File: src/design/sukq_pkg.sv
package sukq_pkg;

  localparam int FIELD_W = 64;
  localparam int COUNT_W = 5;

  typedef logic [1:0] status_t;

  localparam status_t ST_OK    = 2'd0;
  localparam status_t ST_DUP   = 2'd1;
  localparam status_t ST_UNDER = 2'd2;
  localparam status_t ST_FULL  = 2'd3;

  localparam logic REQ_PUSH = 1'b0;
  localparam logic REQ_POP  = 1'b1;

endpackage

File: src/design/sorted_unique_key_queue_unit.sv
// records sit in a ring memory in key order, the head record is mirrored in registers
// pop: S_POP refreshes the head, S_FIN offers the result; in_ready returns as out_valid rises
// push: S_SCAN reads records scanning down from the tail; S_SHIFT moves each record above the
// insertion point up one slot, then writes the new record; a duplicate or full skips S_SHIFT
// a held result stalls the final state; one memory read and one write per cycle
// reset clears the count, the ring pointer and the handshake state; memory contents are not cleared
module sorted_unique_key_queue_unit import sukq_pkg::*; #(
  parameter int DEPTH = 16,
  parameter int KEY_BITS = 64,
  parameter int PAYLOAD_BITS = 64
) (
  input  logic               clk,
  input  logic               rst_n,
  input  logic               in_valid,
  output logic               in_ready,
  input  logic               in_req_type,
  input  logic [FIELD_W-1:0] in_key,
  input  logic [FIELD_W-1:0] in_payload,
  output logic               out_valid,
  input  logic               out_ready,
  output status_t            out_status,
  output logic [FIELD_W-1:0] out_popped_key,
  output logic [FIELD_W-1:0] out_popped_payload,
  output logic [FIELD_W-1:0] out_head_key,
  output logic [FIELD_W-1:0] out_head_payload,
  output logic [COUNT_W-1:0] out_entry_count,
  output logic               out_is_empty
);

  localparam int AW = $clog2(DEPTH);
  localparam int CW = $clog2(DEPTH + 1);
  localparam int W  = KEY_BITS + PAYLOAD_BITS;

  logic                    mem_we;
  logic [AW-1:0]           mem_waddr;
  logic [W-1:0]            mem_wdata;
  logic [AW-1:0]           mem_raddr;
  logic [W-1:0]            mem_rdata;
  logic                    res_valid;
  logic                    res_ready;
  status_t                 res_status;
  logic [KEY_BITS-1:0]     res_popped_key;
  logic [PAYLOAD_BITS-1:0] res_popped_payload;
  logic [KEY_BITS-1:0]     res_head_key;
  logic [PAYLOAD_BITS-1:0] res_head_payload;
  logic [CW-1:0]           res_count;
  logic [31:0]             cnt_ext;
  logic                    out_valid_r;

  sukq_rec_mem #(
    .DEPTH (DEPTH),
    .WIDTH (W)
  ) u_mem (
    .clk   (clk),
    .we    (mem_we),
    .waddr (mem_waddr),
    .wdata (mem_wdata),
    .raddr (mem_raddr),
    .rdata (mem_rdata)
  );

  sukq_ctrl #(
    .DEPTH        (DEPTH),
    .KEY_BITS     (KEY_BITS),
    .PAYLOAD_BITS (PAYLOAD_BITS)
  ) u_ctrl (
    .clk                (clk),
    .rst_n              (rst_n),
    .req_valid          (in_valid),
    .req_ready          (in_ready),
    .req_type           (in_req_type),
    .req_key            (in_key[KEY_BITS-1:0]),
    .req_payload        (in_payload[PAYLOAD_BITS-1:0]),
    .mem_we             (mem_we),
    .mem_waddr          (mem_waddr),
    .mem_wdata          (mem_wdata),
    .mem_raddr          (mem_raddr),
    .mem_rdata          (mem_rdata),
    .res_valid          (res_valid),
    .res_ready          (res_ready),
    .res_status         (res_status),
    .res_popped_key     (res_popped_key),
    .res_popped_payload (res_popped_payload),
    .res_head_key       (res_head_key),
    .res_head_payload   (res_head_payload),
    .res_count          (res_count)
  );

  assign res_ready = !out_valid_r || out_ready;
  assign cnt_ext   = 32'(res_count);

  // output register
  always_ff @(posedge clk) begin
    if (!rst_n) begin
      out_valid_r <= 1'b0;
    end else if (res_ready) begin
      out_valid_r <= res_valid;
    end
  end

  always_ff @(posedge clk) begin
    if (res_valid && res_ready) begin
      out_status         <= res_status;
      out_popped_key     <= FIELD_W'(res_popped_key);
      out_popped_payload <= FIELD_W'(res_popped_payload);
      out_head_key       <= FIELD_W'(res_head_key);
      out_head_payload   <= FIELD_W'(res_head_payload);
      out_entry_count    <= cnt_ext[COUNT_W-1:0];
      out_is_empty       <= (res_count == '0);
    end
  end

  assign out_valid = out_valid_r;

endmodule

File: src/design/sukq_rec_mem.sv
module sukq_rec_mem #(
  parameter int DEPTH = 16,
  parameter int WIDTH = 128,
  localparam int AW = $clog2(DEPTH)
) (
  input  logic             clk,
  input  logic             we,
  input  logic [AW-1:0]    waddr,
  input  logic [WIDTH-1:0] wdata,
  input  logic [AW-1:0]    raddr,
  output logic [WIDTH-1:0] rdata
);

  logic [WIDTH-1:0] mem [DEPTH];
  logic [WIDTH-1:0] rdata_r;

  always_ff @(posedge clk) begin
    if (we) begin
      mem[waddr] <= wdata;
    end
    rdata_r <= mem[raddr];
  end

  assign rdata = rdata_r;

endmodule

File: src/design/sukq_ctrl.sv
module sukq_ctrl import sukq_pkg::*; #(
  parameter int DEPTH = 16,
  parameter int KEY_BITS = 64,
  parameter int PAYLOAD_BITS = 64,
  localparam int AW = $clog2(DEPTH),
  localparam int CW = $clog2(DEPTH + 1),
  localparam int W = KEY_BITS + PAYLOAD_BITS
) (
  input  logic                    clk,
  input  logic                    rst_n,
  input  logic                    req_valid,
  output logic                    req_ready,
  input  logic                    req_type,
  input  logic [KEY_BITS-1:0]     req_key,
  input  logic [PAYLOAD_BITS-1:0] req_payload,
  output logic                    mem_we,
  output logic [AW-1:0]           mem_waddr,
  output logic [W-1:0]            mem_wdata,
  output logic [AW-1:0]           mem_raddr,
  input  logic [W-1:0]            mem_rdata,
  output logic                    res_valid,
  input  logic                    res_ready,
  output status_t                 res_status,
  output logic [KEY_BITS-1:0]     res_popped_key,
  output logic [PAYLOAD_BITS-1:0] res_popped_payload,
  output logic [KEY_BITS-1:0]     res_head_key,
  output logic [PAYLOAD_BITS-1:0] res_head_payload,
  output logic [CW-1:0]           res_count
);

  localparam logic [2:0] S_IDLE  = 3'd0;
  localparam logic [2:0] S_SCAN  = 3'd1;
  localparam logic [2:0] S_SHIFT = 3'd2;
  localparam logic [2:0] S_POP   = 3'd3;
  localparam logic [2:0] S_FIN   = 3'd4;

  localparam logic [AW:0] DEPTH_W = (AW + 1)'(DEPTH);
  localparam logic [CW-1:0] DEPTH_C = CW'(DEPTH);

  logic [2:0]              state_r, state_nxt;
  logic [CW-1:0]           cnt_r, cnt_nxt;
  logic [AW-1:0]           head_ptr_r, head_ptr_nxt;
  logic [KEY_BITS-1:0]     head_key_r, head_key_nxt;
  logic [PAYLOAD_BITS-1:0] head_pay_r, head_pay_nxt;
  logic [KEY_BITS-1:0]     key_r, key_nxt;
  logic [PAYLOAD_BITS-1:0] pay_r, pay_nxt;
  logic [KEY_BITS-1:0]     pop_key_r, pop_key_nxt;
  logic [PAYLOAD_BITS-1:0] pop_pay_r, pop_pay_nxt;
  status_t                 status_r, status_nxt;
  logic [AW-1:0]           rd_idx_r, rd_idx_nxt;
  logic                    rd_more_r, rd_more_nxt;
  logic                    rd_vld_r, rd_vld_nxt;
  logic [AW-1:0]           rd_tag_r, rd_tag_nxt;
  logic [CW-1:0]           pos_r, pos_nxt;

  logic [KEY_BITS-1:0]     rd_key;
  logic [PAYLOAD_BITS-1:0] rd_pay;
  logic                    found;
  logic [CW-1:0]           pos_c;
  logic [AW:0]             tag_inc;

  // logical slot to physical address in the ring
  function automatic logic [AW-1:0] phys(input logic [AW-1:0] base, input logic [AW-1:0] idx);
    logic [AW:0] sum;
    sum = {1'b0, base} + {1'b0, idx};
    if (sum >= DEPTH_W) begin
      sum = sum - DEPTH_W;
    end
    return sum[AW-1:0];
  endfunction

  assign rd_key  = mem_rdata[W-1 -: KEY_BITS];
  assign rd_pay  = mem_rdata[PAYLOAD_BITS-1:0];
  assign tag_inc = {1'b0, rd_tag_r} + (AW + 1)'(1);

  always_comb begin
    state_nxt    = state_r;
    cnt_nxt      = cnt_r;
    head_ptr_nxt = head_ptr_r;
    head_key_nxt = head_key_r;
    head_pay_nxt = head_pay_r;
    key_nxt      = key_r;
    pay_nxt      = pay_r;
    pop_key_nxt  = pop_key_r;
    pop_pay_nxt  = pop_pay_r;
    status_nxt   = status_r;
    rd_idx_nxt   = rd_idx_r;
    rd_more_nxt  = rd_more_r;
    rd_vld_nxt   = 1'b0;
    rd_tag_nxt   = rd_tag_r;
    pos_nxt      = pos_r;
    found        = 1'b0;
    pos_c        = '0;
    mem_we       = 1'b0;
    mem_waddr    = phys(head_ptr_r, tag_inc[AW-1:0]);
    mem_wdata    = mem_rdata;
    mem_raddr    = phys(head_ptr_r, rd_idx_r);
    res_valid    = 1'b0;

    case (state_r)
      S_IDLE: begin
        // prefetch the second record so a pop can refresh the head
        mem_raddr = phys(head_ptr_r, AW'(1));
        if (req_valid) begin
          key_nxt     = req_key;
          pay_nxt     = req_payload;
          pop_key_nxt = '0;
          pop_pay_nxt = '0;
          status_nxt  = ST_OK;
          if (req_type == REQ_PUSH) begin
            rd_idx_nxt  = AW'(cnt_r - CW'(1));
            rd_more_nxt = (cnt_r != '0);
            state_nxt   = S_SCAN;
          end else if (cnt_r == '0) begin
            status_nxt = ST_UNDER;
            state_nxt  = S_FIN;
          end else begin
            pop_key_nxt = head_key_r;
            pop_pay_nxt = head_pay_r;
            state_nxt   = S_POP;
          end
        end
      end
      S_POP: begin
        head_key_nxt = rd_key;
        head_pay_nxt = rd_pay;
        head_ptr_nxt = phys(head_ptr_r, AW'(1));
        cnt_nxt      = cnt_r - CW'(1);
        state_nxt    = S_FIN;
      end
      S_SCAN: begin
        // walk down from the tail, one read issued per cycle
        if (rd_more_r) begin
          rd_vld_nxt  = 1'b1;
          rd_tag_nxt  = rd_idx_r;
          rd_idx_nxt  = rd_idx_r - AW'(1);
          rd_more_nxt = (rd_idx_r != '0);
        end
        if (rd_vld_r) begin
          if (rd_key == key_r) begin
            status_nxt = ST_DUP;
            state_nxt  = S_FIN;
          end else if (rd_key < key_r) begin
            found = 1'b1;
            pos_c = CW'(tag_inc);
          end else if (rd_tag_r == '0) begin
            found = 1'b1;
          end
        end else if (!rd_more_r) begin
          found = 1'b1;
        end
        if (found) begin
          pos_nxt = pos_c;
          if (cnt_r == DEPTH_C) begin
            status_nxt = ST_FULL;
            state_nxt  = S_FIN;
          end else begin
            rd_idx_nxt  = AW'(cnt_r - CW'(1));
            rd_more_nxt = (cnt_r != pos_c);
            rd_vld_nxt  = 1'b0;
            state_nxt   = S_SHIFT;
          end
        end
      end
      S_SHIFT: begin
        // move each record above the insertion point up by one slot
        if (rd_more_r) begin
          rd_vld_nxt  = 1'b1;
          rd_tag_nxt  = rd_idx_r;
          rd_idx_nxt  = rd_idx_r - AW'(1);
          rd_more_nxt = (CW'(rd_idx_r) != pos_r);
        end
        if (rd_vld_r) begin
          mem_we = 1'b1;
        end else if (!rd_more_r) begin
          mem_we    = 1'b1;
          mem_waddr = phys(head_ptr_r, AW'(pos_r));
          mem_wdata = {key_r, pay_r};
          cnt_nxt   = cnt_r + CW'(1);
          if (pos_r == '0) begin
            head_key_nxt = key_r;
            head_pay_nxt = pay_r;
          end
          state_nxt = S_FIN;
        end
      end
      S_FIN: begin
        res_valid = 1'b1;
        if (res_ready) begin
          state_nxt = S_IDLE;
        end
      end
      default: begin
        state_nxt = S_IDLE;
      end
    endcase
  end

  always_ff @(posedge clk) begin
    if (!rst_n) begin
      state_r    <= S_IDLE;
      cnt_r      <= '0;
      head_ptr_r <= '0;
      rd_more_r  <= 1'b0;
      rd_vld_r   <= 1'b0;
    end else begin
      state_r    <= state_nxt;
      cnt_r      <= cnt_nxt;
      head_ptr_r <= head_ptr_nxt;
      rd_more_r  <= rd_more_nxt;
      rd_vld_r   <= rd_vld_nxt;
    end
  end

  always_ff @(posedge clk) begin
    head_key_r <= head_key_nxt;
    head_pay_r <= head_pay_nxt;
    key_r      <= key_nxt;
    pay_r      <= pay_nxt;
    pop_key_r  <= pop_key_nxt;
    pop_pay_r  <= pop_pay_nxt;
    status_r   <= status_nxt;
    rd_idx_r   <= rd_idx_nxt;
    rd_tag_r   <= rd_tag_nxt;
    pos_r      <= pos_nxt;
  end

  assign req_ready          = (state_r == S_IDLE);
  assign res_status         = status_r;
  assign res_popped_key     = pop_key_r;
  assign res_popped_payload = pop_pay_r;
  assign res_head_key       = (cnt_r == '0) ? '0 : head_key_r;
  assign res_head_payload   = (cnt_r == '0) ? '0 : head_pay_r;
  assign res_count          = cnt_r;

endmodule

File: config.mk
export PLATFORM = sky130hd
export DESIGN_NAME = sorted_unique_key_queue_unit
export DESIGN_NICKNAME = d
export VERILOG_FILES = /design/src/design/sukq_pkg.sv /design/src/design/sorted_unique_key_queue_unit.sv /design/src/design/sukq_rec_mem.sv /design/src/design/sukq_ctrl.sv
export SDC_FILE = /design/constraint.sdc
export NUM_CORES = 2
export LEC_CHECK = 0
export BUFFER_PORTS_ARGS = -buffer_cell sky130_fd_sc_hd__buf_2
export CAP_MARGIN = 10
export CELL_PAD_IN_SITES_DETAIL_PLACEMENT = 0
export CELL_PAD_IN_SITES_GLOBAL_PLACEMENT = 1
export CORE_UTILIZATION = 54
export CTS_BUF_LIST = sky130_fd_sc_hd__clkbuf_16
export CTS_CLUSTER_SIZE = 16
export DETAILED_ROUTE_END_ITERATION = 16
export PLACE_DENSITY = 0.86
export SLEW_MARGIN = 15
export SYNTH_ARGS = -nofsm -noshare
export SYNTH_HDL_FRONTEND = slang
export SYNTH_SLANG_ARGS = --single-unit
File: constraint.sdc
create_clock -name clk -period 16.4 [get_ports clk]
set_clock_uncertainty 0.1 [all_clocks]
set_input_delay 0.82 -clock clk [delete_from_list [all_inputs] [get_ports clk]]
set_output_delay 0.82 -clock clk [all_outputs]
set_load 0.02 [all_outputs]
Word level (Yosys, flattened, before mapping). Memory sizes are Yosys's and may differ from the RTL's. A register that Yosys moved wholly into a read port is not among the register bits. Cells that the tools add are included.

Add/sub/neg operators: 12. Equality and inequality tests: 16. Order comparisons: 5. Reduce and logical (&&, ||, !) cells: 21. Multiplexer cells: 75.

Operators by type and width (count): $mux 64 (8); $mux 128 (3); $pmux 64 s2 (2); $eq 64x64->1 (1); $lt 64x64->1 (1); $mux 4 (13); $mux 3 (10); $mux 5 (6); $ge 5x5->1 const B (4); $mux 1 (20); $sub 4x1->4 const B (5); $add 4x4->5 (3); $pmux 3 s5 (1); $mux 2 (7); $pmux 4 s3 (1); $add 4x1->5 const B (2); $logic_not 5->1 (2); $ne 2x2->1 const B (5); $pmux 5 s2 (1); $reduce_and 2->1 (4); $eq 3x2->1 const B (2); $ne 3x1->1 const B (2); $reduce_and 3->1 (2); $reduce_and 6->1 (1); other kinds (22) (23).

Input port bits: 133. Flip-flop bits (word level): 678. Word-level logic and storage cells: 153. Output and inout port bits: 266. Memories: 1. RAM bits: 2048.

Memories: u_mem.mem (depth 16, width 128, rd ports 1, clocked after memory_dff 1, write ports 1, RTL line sukq_rec_mem.sv:14) `logic [WIDTH-1:0] mem [DEPTH];`.

Depth between registers and ports, before layout.
Word-level depth: 9. Gate-level depth with buffers: 12. Mapped depth without buffers: 11.

Cells and area by module. A second synthesis with hierarchy kept.

Cell total of the unflattened synthesis: 5368. Area, all modules: 107214.1 um2.

Modules (own cells, without submodules): sukq_rec_mem (area each 79331.1 um2, times used 1, seq. area each 64061.4 um2, cells an instance 3365); sukq_ctrl (area each 19900.3 um2, times used 1, seq. area each 12261.8 um2, cells an instance 1732); sorted_unique_key_queue_unit (area each 7982.7 um2, times used 1, seq. area each 7947.6 um2, cells an instance 271).

Worst setup path after synthesis. OpenSTA, ideal clock, no wires.

Kind: input -> register. From: input port out_ready. To: register out_entry_count[0] (enable). Buffers on the path: 0. Library setup time: 0.893 ns. Arrival time: 11.838 ns. Stages on the path: 2. Slack: 3.569 ns. Data required time: 15.407 ns. Cells stage by stage: nor2b_1 > nor2_1.

Cells in the longest elaborated chain, start to end: 2.

Ends and longest elaborated chain: from (decl) (RTL line sorted_unique_key_queue_unit.sv:20) `input logic out_ready,`; $logic_or 1x1->1 (RTL line sorted_unique_key_queue_unit.sv:89) `assign res_ready = !out_valid_r || out_ready;`; $logic_and 1x1->1 (RTL line sorted_unique_key_queue_unit.sv:102) `if (res_valid && res_ready) begin`; to (signal assigned) (RTL line sorted_unique_key_queue_unit.sv:108) `out_entry_count <= cnt_ext[COUNT_W-1:0];`; to (decl) (RTL line sorted_unique_key_queue_unit.sv:26) `output logic [COUNT_W-1:0] out_entry_count,`.

No other way between the ends. A chain may end at the register's enable or synchronous reset.

Worst setup path in the final report.
From: register u_ctrl.state_r[2]. To: memory u_mem.mem[10][117] (enable).

Cells in the longest elaborated chain, start to end: 4. Elaborated cells on any way between the ends: 5. Those cells by class: eq/ne (1); mux (4).

Ends and longest elaborated chain: from (decl) (RTL line sukq_ctrl.sv:40) `logic [2:0] state_r, state_nxt;`; from (signal assigned) (RTL line sukq_ctrl.sv:207) `state_r <= state_nxt;`; $eq 3x2->1 (*) (RTL line sukq_ctrl.sv:100) `case (state_r)`; $mux 1 (RTL line sukq_ctrl.sv:100); $mux 1 (RTL line sukq_rec_mem.sv:18) `if (we) begin`; $mux 1 (not written as such) (RTL line sukq_rec_mem.sv:19) `mem[waddr] <= wdata;`; to (decl) (RTL line sukq_rec_mem.sv:14).

Every way passes the cells marked *; elsewhere a longest branch is shown, timed or not.

==> out/qor.txt <==
outcome = complete, no violations
layout cell share with drive strength beyond 1 = 0.243
placed cells = 8,325
die span in y = 450 microns
routed length per placed instance = 27.0 microns
Site Rows = 164
post-synthesis sequential element count = 2,854
PostCTS Resize Cnt = 0
EDFF count, synth = 2,711
number of library cell types mapped by synthesis = 53
Final min period = 5.99 ns
type of the worst setup path = reg2reg
via count of the first global-routing pass = 54,800
final HPWL from detailed placement = 126,000 microns
kind of launch point of the worst setup path = flop
DRC violations left = 0
pin slew with the least headroom to its limit = 1.17 ns
clk_lat worst skew = 0.94 ns
Yosys warnings = 0
weighted congestion at the end of routability-driven global placement = 0.809
period utilisation layout = 0.365
global-route wire length before repair = 354,000 microns
Fin. Hold Viols = 0
Die ar. = 202,000 sq um
pin count of the biggest net entering global routing = 151
# Max-Cap Violations = 0
post-route cell area = 124,000 sq um
part of the total power dissipated in sequential elements = 0.473
number of H-tree branching levels = 5
count of endpoints failing setup in the final report = 0
via density per instance = 5.97
Setup TNS = 0 ns
mean instance size in the synthesized netlist = 20.0 sq um
IO Pins = 399
most frequently used flop master after synthesis = sky130_fd_sc_hd__edfxtp_1
fraction of registers with async set/reset = 0
root cell of the clock tree = sky130_fd_sc_hd__clkbuf_16
Ant. Diodes = 0
Max-slew headroom = 0.221
post-layout instance count excluding filler cells = 8,976
Via Count = 53,600
upper clock frequency limit = 0.167 GHz
worst vdd ir = 0.120 mV
gate count after technology mapping = 5,424
net switching fraction of the power = 0.280
Worst Hold Margin = 0.0748 ns
leakage power of the design = 42.2 nW
TritonCTS clock tree = yes
GRT Resource Usage Total = 0.238
Switch Pwr = 5.75 mW
Logic pwr share = 0.218
number of antenna violations at the first check in global routing = 5
critical path data required time = 16.83 ns
post-synthesis net count = 5,640
number of sinks handled by clock tree synthesis = 2,854
Post-CTS Setup Repair Bufs = 0
RSZ-0062 raised after global routing = false
commonest cells after routing, fill and taps aside = 2,711 x sky130_fd_sc_hd__edfxtp_1, 512 x sky130_fd_sc_hd__mux4_2, 397 x sky130_fd_sc_hd__buf_2
Nets = 6,314
most common library cell in the layout ignoring fill and taps = sky130_fd_sc_hd__edfxtp_1
crit end category = flop
placeable core region = 199,000 sq um
initial standard-cell utilization of the core = 0.543
Post-Route WL = 243,000 microns
part of the power in the clock network = 0.309
Die Width = 450 microns
clock transition at the register clock pins on the worst setup and hold paths after CTS = 0.06 ns
max-slew violation count = 0
residual antenna-violating net count after detailed routing = 0
arrival time reported for the critical path endpoint = 6.42 ns
critical path fanouts, max = 66
clock buffer count from CTS = 302
worst hold path depth = 1
layout overhead on the synthesized area = 14.4%
design internal power = 14.8 mW
sequential area share after synthesis = 0.778
cell area after synthesis = 108,000 sq um
power per unit of standard cell area = 166 nW/um^2
Worst R2R Path Depth = 10
drt first-iter violations = 5,474
number of iterations in the first detailed-routing pass = 5
total gr overflow = 0
buffer depth of the longest clock path = 4
Post-CTS Hold Fix Bufs = 123
Min-Delay Path Class = in2reg
Port Buffers = 398
post-layout total power = 20.5 mW
placed cell areas = 114,000 sq um
-- kinds of logic (layout without fill, tap and decap cells) --
| family | after synthesis | count (layout) | share of synthesized area |
|---|---|---|---|
| multiplexers | 711 | 711 | 0.126 |
| flip-flops | 2854 | 2854 | 0.778 |
| AO/OA/AOI/OAI | 495 | 495 | 0.0268 |
| adder cells (fa/ha/maj) | 83 | 83 | 0.00980 |
| AND/OR/NAND/NOR | 877 | 877 | 0.0409 |
| XOR/XNOR | 28 | 28 | 0.00226 |
| buffers and inverters | 376 | 1272 | 0.0165 |
-- sequential cells by signal, summed over array words and instances, names as in the netlist, 2 cells and up --
signal and cells:
u_mem.mem 2048, u_mem.rdata 128, out_head_key 64, out_head_payload 64
out_popped_key 64, out_popped_payload 64, u_ctrl.head_key_r 64, u_ctrl.head_pay_r 64
u_ctrl.key_r 64, u_ctrl.pay_r 64, u_ctrl.res_popped_key 64, u_ctrl.res_popped_payload 64
out_entry_count 5, u_ctrl.pos_r 5, u_ctrl.res_count 5, u_ctrl.head_ptr_r 4
u_ctrl.rd_idx_r 4, u_ctrl.rd_tag_r 4, u_ctrl.state_r 3, out_status 2
u_ctrl.res_status 2
-- per-stage QoR --
| stage | utilization | worst slack (ns) |
|---|---|---|
| floorplan | - | 3.57 |
| global placement | 0.569 | 10.45 |
| detailed placement | 0.569 | 10.42 |
| CTS | 0.621 | 10.35 |
| global route | 0.621 | 10.01 |
| finish | 0.621 | 10.41 |
-- power by group through the flow --
stage               clock [mW]  sequential [mW]  combinational [mW]
detailed placement           0             9.87                4.45
floorplan                    0             9.93                3.09
global placement             0             9.86                4.31
finish                    6.34             9.72                4.47
global route              6.71             9.75                4.85
CTS                       6.45             9.72                4.51
-- area by class of cell --
class                   count  area, sq um
repair buffers            658         4430
well taps                2656         3320
multi-input cells        2194        22500
inverters                  88          338
clock inverters           217         1390
fillers                 13600        75500
clock buffers             309         7730
flip-flops and latches   2854        84300
-- worst paths after layout --
check,from,to,slack [ns]
setup reg to reg,u_ctrl.state_r[2],u_mem.mem[10][117],10.41
hold reg to reg,u_ctrl.res_popped_key[15],out_popped_key[15],0.29
setup / recovery,u_ctrl.state_r[2],u_mem.mem[10][117],10.41
hold / removal,in_key[1],u_ctrl.key_r[1],0.07
-- worst max-delay path, cell delays in order, from the launching register on --
cell and delay [ns]:
sky130_fd_sc_hd__dfxtp_1 0.38, sky130_fd_sc_hd__nor2b_1 0.51, sky130_fd_sc_hd__nor2b_4 0.29, sky130_fd_sc_hd__nand2_4 0.43
sky130_fd_sc_hd__buf_4 0.54, sky130_fd_sc_hd__o21ai_0 0.63, sky130_fd_sc_hd__xnor2_1 0.22, sky130_fd_sc_hd__nand2_1 0.31
sky130_fd_sc_hd__nor2_4 0.46, sky130_fd_sc_hd__buf_4 0.85, sky130_fd_sc_hd__buf_4 0.78
-- synth_stat cells (all sizes together), types with 66 or more instances --
cell type,number,area [sq um]
edfxtp,2711,81400
dfxtp,143,2860
buf,114,801
a21oi,178,891
and2,129,807
inv,88,330
nand2,367,1380
and3,130,813
mux2,66,743
ha,80,1000
clkbuf,174,653
nor2b,136,851
a211oi,130,976
mux2i,133,1330
mux4,512,11500
o21ai,154,774
-- layer usage --
metal  GRT usage  vias up  share of wire
met3      0.0395      406          0.076
met4      0.0801        0          0.031
met5           0        -              0
li1            -    23100              -
met2       0.399     2386           0.51
met1       0.318    27700           0.39
No activity file was read; power rests on OpenSTA's default activity.
